===== src/design/mqsb_pkg.sv =====
package mqsb_pkg;

    localparam int ENTRIES    = 16;
    localparam int NUM_QUEUES = 4;
    localparam int DATA_BITS  = 32;

    localparam int SLOT_BITS = $clog2(ENTRIES);
    localparam int PTR_BITS  = $clog2(ENTRIES + 1);
    localparam int QID_BITS  = 2;
    localparam int OUT_BITS  = 32;
    localparam int STAT_BITS = 2;

    // Null pointer: one past the last slot
    localparam logic [PTR_BITS-1:0] NIL_PTR = PTR_BITS'(ENTRIES);

    localparam logic KIND_ENQ = 1'b0;
    localparam logic KIND_DEQ = 1'b1;

    localparam logic [STAT_BITS-1:0] ST_OK    = 2'd0;
    localparam logic [STAT_BITS-1:0] ST_FULL  = 2'd1;
    localparam logic [STAT_BITS-1:0] ST_EMPTY = 2'd2;

    typedef logic [PTR_BITS-1:0] ptr_t;

    typedef struct packed {
        logic load;
        logic exec;
    } mqsb_cmd_t;

    function automatic logic is_slot(input ptr_t p);
        return p < NIL_PTR;
    endfunction

endpackage


===== src/design/multi_queue_shared_buffer.sv =====
// Four FIFO queues sharing a 16-slot payload store, linked per slot, with
// free slots kept on a free list. Raise start with kind, queue_id and data_in
// while busy is low; the command is taken at that edge and busy stays high
// for one cycle. Every command yields one result once it has passed the EXEC
// state and the done register: done is high for exactly one cycle with
// data_out and status valid, and the receiver cannot stall it, so capture it
// then. A new command may be issued in the same cycle that done is shown; no
// command is taken while busy is high. The result is set by the registered
// read of the payload memory followed by the pointer and link update. Status
// is 0 ok, 1 store full (enqueue refused), 2 queue empty (dequeue refused);
// data_out is zero except on a successful dequeue.
module multi_queue_shared_buffer
    import mqsb_pkg::*;
(
    input  logic                        clk,
    input  logic                        rst_n,
    input  logic                        start,
    output logic                        busy,
    input  logic                        kind,
    input  logic [QID_BITS-1:0]         queue_id,
    input  logic signed [OUT_BITS-1:0]  data_in,
    output logic                        done,
    output logic signed [OUT_BITS-1:0]  data_out,
    output logic [STAT_BITS-1:0]        status
);

    mqsb_cmd_t cmd;

    mqsb_ctrl u_ctrl (
        .clk   (clk),
        .rst_n (rst_n),
        .start (start),
        .busy  (busy),
        .done  (done),
        .cmd   (cmd)
    );

    mqsb_datapath u_dp (
        .clk      (clk),
        .rst_n    (rst_n),
        .cmd      (cmd),
        .kind     (kind),
        .queue_id (queue_id),
        .data_in  (data_in),
        .data_out (data_out),
        .status   (status)
    );

endmodule


===== src/design/mqsb_ctrl.sv =====
module mqsb_ctrl
    import mqsb_pkg::*;
(
    input  logic       clk,
    input  logic       rst_n,
    input  logic       start,
    output logic       busy,
    output logic       done,
    output mqsb_cmd_t  cmd
);

    localparam logic ST_IDLE = 1'b0;
    localparam logic ST_EXEC = 1'b1;

    logic state_reg;
    logic state_next;
    logic done_reg;
    logic done_next;

    always_comb
    begin
        state_next = state_reg;
        done_next  = 1'b0;
        cmd.load   = 1'b0;
        cmd.exec   = 1'b0;
        unique case (state_reg)
            ST_IDLE:
            begin
                if (start)
                begin
                    cmd.load   = 1'b1;
                    state_next = ST_EXEC;
                end
            end
            ST_EXEC:
            begin
                cmd.exec   = 1'b1;
                done_next  = 1'b1;
                state_next = ST_IDLE;
            end
            default:
            begin
                state_next = ST_IDLE;
            end
        endcase
    end

    always_ff @(posedge clk or negedge rst_n)
    begin
        if (!rst_n)
        begin
            state_reg <= ST_IDLE;
            done_reg  <= 1'b0;
        end
        else
        begin
            state_reg <= state_next;
            done_reg  <= done_next;
        end
    end

    assign busy = (state_reg == ST_EXEC);
    assign done = done_reg;

endmodule


===== src/design/mqsb_datapath.sv =====
module mqsb_datapath
    import mqsb_pkg::*;
(
    input  logic                        clk,
    input  logic                        rst_n,
    input  mqsb_cmd_t                   cmd,
    input  logic                        kind,
    input  logic [QID_BITS-1:0]         queue_id,
    input  logic signed [OUT_BITS-1:0]  data_in,
    output logic signed [OUT_BITS-1:0]  data_out,
    output logic [STAT_BITS-1:0]        status
);

    // Payload memory: no reset, read data registered
    logic [DATA_BITS-1:0] pay_mem [ENTRIES];
    logic [DATA_BITS-1:0] rd_data_reg;
    logic                 pay_we;
    logic [SLOT_BITS-1:0] pay_waddr;
    logic [SLOT_BITS-1:0] pay_raddr;

    ptr_t link_reg [ENTRIES];
    ptr_t link_next [ENTRIES];
    ptr_t head_reg [NUM_QUEUES];
    ptr_t head_next [NUM_QUEUES];
    ptr_t tail_reg [NUM_QUEUES];
    ptr_t tail_next [NUM_QUEUES];
    ptr_t free_reg;
    ptr_t free_next;

    logic                 op_kind_reg;
    logic [QID_BITS-1:0]  op_q_reg;
    logic [DATA_BITS-1:0] op_data_reg;

    logic signed [OUT_BITS-1:0] data_out_reg;
    logic signed [OUT_BITS-1:0] data_out_next;
    logic [STAT_BITS-1:0]       status_reg;
    logic [STAT_BITS-1:0]       status_next;

    logic q_ok;
    ptr_t q_head;
    ptr_t q_tail;
    ptr_t slot;
    ptr_t nxt;

    assign pay_raddr = head_reg[queue_id][SLOT_BITS-1:0];

    always_ff @(posedge clk)
    begin
        if (pay_we)
        begin
            pay_mem[pay_waddr] <= op_data_reg;
        end
        if (cmd.load)
        begin
            rd_data_reg <= pay_mem[pay_raddr];
            op_kind_reg <= kind;
            op_q_reg    <= queue_id;
            op_data_reg <= DATA_BITS'(data_in);
        end
    end

    assign q_ok   = (int'(op_q_reg) < NUM_QUEUES);
    assign q_head = head_reg[op_q_reg];
    assign q_tail = tail_reg[op_q_reg];
    assign slot   = (op_kind_reg == KIND_ENQ) ? free_reg : q_head;
    assign nxt    = link_reg[slot[SLOT_BITS-1:0]];

    always_comb
    begin
        link_next     = link_reg;
        head_next     = head_reg;
        tail_next     = tail_reg;
        free_next     = free_reg;
        data_out_next = '0;
        status_next   = ST_OK;
        pay_we        = 1'b0;
        pay_waddr     = slot[SLOT_BITS-1:0];
        if (op_kind_reg == KIND_ENQ)
        begin
            if (!q_ok || !is_slot(free_reg))
            begin
                status_next = ST_FULL;
            end
            else
            begin
                free_next = is_slot(nxt) ? nxt : NIL_PTR;
                if (!is_slot(q_head))
                begin
                    head_next[op_q_reg] = slot;
                end
                else if (is_slot(q_tail))
                begin
                    link_next[q_tail[SLOT_BITS-1:0]] = slot;
                end
                link_next[slot[SLOT_BITS-1:0]] = NIL_PTR;
                tail_next[op_q_reg]            = slot;
                pay_we                         = cmd.exec;
            end
        end
        else
        begin
            if (!q_ok || !is_slot(q_head))
            begin
                status_next = ST_EMPTY;
            end
            else
            begin
                head_next[op_q_reg]            = is_slot(nxt) ? nxt : NIL_PTR;
                link_next[slot[SLOT_BITS-1:0]] = free_reg;
                free_next                      = slot;
                data_out_next = OUT_BITS'($signed(rd_data_reg));
            end
        end
    end

    always_ff @(posedge clk or negedge rst_n)
    begin
        if (!rst_n)
        begin
            for (int i = 0; i < ENTRIES; i++)
            begin
                link_reg[i] <= (i == ENTRIES - 1) ? NIL_PTR : PTR_BITS'(i + 1);
            end
            for (int j = 0; j < NUM_QUEUES; j++)
            begin
                head_reg[j] <= NIL_PTR;
                tail_reg[j] <= NIL_PTR;
            end
            free_reg <= '0;
        end
        else if (cmd.exec)
        begin
            link_reg <= link_next;
            head_reg <= head_next;
            tail_reg <= tail_next;
            free_reg <= free_next;
        end
    end

    always_ff @(posedge clk)
    begin
        if (cmd.exec)
        begin
            data_out_reg <= data_out_next;
            status_reg   <= status_next;
        end
    end

    assign data_out = data_out_reg;
    assign status   = status_reg;

endmodule


===== config.mk =====
export PLATFORM = sky130hd
export DESIGN_NAME = multi_queue_shared_buffer
export DESIGN_NICKNAME = d
export VERILOG_FILES = /design/src/design/mqsb_pkg.sv /design/src/design/multi_queue_shared_buffer.sv /design/src/design/mqsb_ctrl.sv /design/src/design/mqsb_datapath.sv
export SDC_FILE = /design/constraint.sdc
export NUM_CORES = 1
export LEC_CHECK = 0
export BUFFER_PORTS_ARGS = -buffer_cell sky130_fd_sc_hd__buf_2
export CAP_MARGIN = 0
export CELL_PAD_IN_SITES_DETAIL_PLACEMENT = 1
export CELL_PAD_IN_SITES_GLOBAL_PLACEMENT = 1
export CORE_UTILIZATION = 40
export CTS_CLUSTER_DIAMETER = 120
export DETAILED_ROUTE_END_ITERATION = 8
export PLACE_DENSITY_LB_ADDON = 0.08
export SYNTH_ARGS = -nofsm -noshare
export SYNTH_HDL_FRONTEND = slang
export SYNTH_SLANG_ARGS = --single-unit
export TNS_END_PERCENT = 30

===== constraint.sdc =====
create_clock -name clk -period 5.4 [get_ports clk]
set_input_delay 0.81 -clock clk [delete_from_list [all_inputs] [get_ports clk]]
set_output_delay 0.81 -clock clk [all_outputs]
set_load 0.05 [all_outputs]

==> flow_metrics.tcl <==
set metrics [dict create \
    detail-route-antenna-nets 0 \
    worst_ep_arrival_time_ns 4.26 \
    synthSimpleGateAreaFrac 0.0561 \
    rows 100 \
    ctsResizeCount 0 \
    synthArstFlopShare 0.172 \
    grt_overflow 0 \
    startpoint_type "register" \
    wl_um 83600 \
    antenna_cells 0 \
    drtIter0Drc 1173 \
    synthesis.area_sq_mm 0.0305 \
    die_w_um 278 \
    htreeDepth 3 \
    place_congestion 0.912 \
    clk_pin_slew_ns 0.05 \
    cts_root_buf "clkbuf_16" \
    rsz0062_at_grt "no" \
    grt_max_degree 65 \
    port-buffer-count 73 \
    post_drt_wl_per_cell_um 28.2 \
    ys.warnings.count 0 \
    fin_skew_ns 0.0392 \
    clkSinkCount 740 \
    layout.nets 1968 \
    wl_met3_um 2970 \
    ys_types 64 \
    n_fill_cell 7082 \
    top_layer_used "met4" \
    leakage_nw 11.6 \
    first_global_vias 18400 \
    dr.pass1.iters 5 \
    synth_compound_area_frac 0.0776 \
    initial_core_util 0.407 \
    cts_buffer_depth 3 \
    hold_violations 0 \
    final_cells 2962 \
    cts_setup_buffers 0 \
    synth_mux_area_frac 0.140 \
    worst-path-max-fanout 13 \
    required_ns 5.85 \
    hold_buffers 0 \
    io_pins 74 \
    end_kind "register" \
    path_class "reg -> reg" \
    areaGrowthSynthToFinish_pct 14.5 \
    via_per_inst 5.84 \
    power_mw 16.3 \
    status "complete, no violations" \
    grt_usage 0.219 \
    clk_latency_ns 0.63 \
    drc 0 \
    fin_ws_ns 1.58 \
    netlist_instances 1818 \
    max_freq_ghz 0.262 \
    synth_flop_cell "edfxtp_1" \
    drv_slew 0 \
    setup_violations 0 \
    yosys-top-cells-area "edfxtp_1, mux4_2, dfrtp_1" \
    fin_crit_sh 0.707 \
    die_h_um 278 \
    timing.slew.headroom 0.283 \
    hp-class "in -> async" \
    dp_slack_ns 1.52 \
    met2WireLength_um 39900 \
    antenna_found_initial 1 \
    core-area_sq_mm 0.0749 \
    synth_top_family_by_area "multiplexers" \
    syn_nets 1856 \
    worst_slew_pin_slew_ns 1.08 \
    grt_pass1_wl_um 124000 \
    setup_tns_ns 0 \
    fin_crit_ns 3.82 \
    cap_violations 0 \
    drive_gt1_frac 0.243 \
    synth_top_area_share 0.603 \
    numCtsBuffers 80 \
    placed_cells 2817 \
    dp_hpwl_um 51000 \
    cts_tree "done" \
    synth_xor_area_frac 0 \
    post-synth-top-area-cell "edfxtp_1" \
    largest_register_ffs 512 \
    synth_edf_count 613 \
    ys_ff_latch 740 \
    power_density_mw_per_mm2 467 \
    yosysSeqAreaShare 0.709 \
    synthAdderAreaFrac 0 \
    dr_total_vias 17300 \
    avgSynthCellArea_sq_um 16.8 \
    irDropWorstVdd_uv 336 \
    wl_met1_um 38200 \
    dieArea_sq_mm 0.0774 \
    rr_worst_depth 8 \
]
cells in the final DEF, fill, tap and decap left out, drive strengths merged, types with 41 or more instances in the layout:
| master | count |
|---|---|
| nand2 | 118 |
| mux4 | 158 |
| nor2b | 44 |
| edfxtp | 613 |
| and2 | 47 |
| dfrtp | 86 |
| o21ai | 92 |
| nor2 | 95 |
| clkbuf | 105 |
| buf | 133 |
| mux2i | 49 |
| dfstp | 41 |
| a21oi | 116 |
power by group:
group	internal [mW]	switching, mW	total (mW)
clock network	3.17	2.26	5.43
registers	6.82	0.410	7.23
logic	1.37	2.30	3.67
total	11.4	4.97	16.3
kinds of logic after synthesis:
logic type	count (synthesis)
simple gates	356
compound gates	371
flops	740
mux	224
buf+inv	127
cell type report:
| class | count | area (sq um) | share of cell area |
|---|---|---|---|
| Sequential cell | 740 | 21600 | 0.619 |
| Multi-Input combinational cell | 951 | 8530 | 0.244 |
| Clock buffer | 105 | 2130 | 0.0608 |
| Tap cell | 969 | 1210 | 0.0347 |
| Timing Repair Buffer | 133 | 918 | 0.0263 |
| Clock inverter | 40 | 442 | 0.0126 |
| Inverter | 24 | 90.1 | 0.00258 |
routing by layer:
| metal | vias up | global-route usage |
|---|---|---|
| met3 | 147 | 0.0287 |
| met2 | 374 | 0.356 |
| met5 | - | 0 |
| met1 | 9277 | 0.306 |
| met4 | 0 | 0.0703 |
| li1 | 7495 | - |
worst max-delay path, cell delays in order, from the launching register on:
cell	delay, ns
edfxtp_1	0.55
nor2b_1	0.44
a221o_1	0.60
buf_4	0.35
mux4_1	0.69
a22oi_1	0.28
nand2_1	0.14
a31oi_1	0.47
a21oi_1	0.14
stage by stage:
step	util	cell area, sq um	hold slack [ns]
final	0.466	35000	0.272
after global routing	0.466	35000	0.324
after CTS	0.466	35000	0.273
after detailed placement	0.432	32400	0.470
after global placement	0.432	32400	0.456
after floorplan	-	30500	0.442
cell usage after synthesis (all sizes together) (10+ instances only):
cell    number
dfstp       41
and2        47
buf         36
nand3       10
a211oi      39
o22ai       17
o21ai       92
mux4       158
nand2      118
mux2i       49
edfxtp     613
clkbuf      67
a22o        19
mux2        17
a22oi       17
dfrtp       86
nor2b       44
a21oi      116
nor2        95
inv         24
worst paths after layout:
kind                              startpoint                  end  slack, ns
setup / recovery            u_dp.op_kind_reg     u_dp.head_reg[2]       1.58
hold / removal                         rst_n    u_dp.tail_reg[18]       0.27
hold reg to reg            u_dp.link_reg[32]    u_dp.link_reg[32]       0.48
setup reg to reg            u_dp.op_kind_reg     u_dp.head_reg[2]       1.58
max in group asynchronous              rst_n          u_ctrl.busy       3.97
min in group clk                  data_in[8]  u_dp.op_data_reg[8]       0.35
Power figures use the tool's default switching activity.
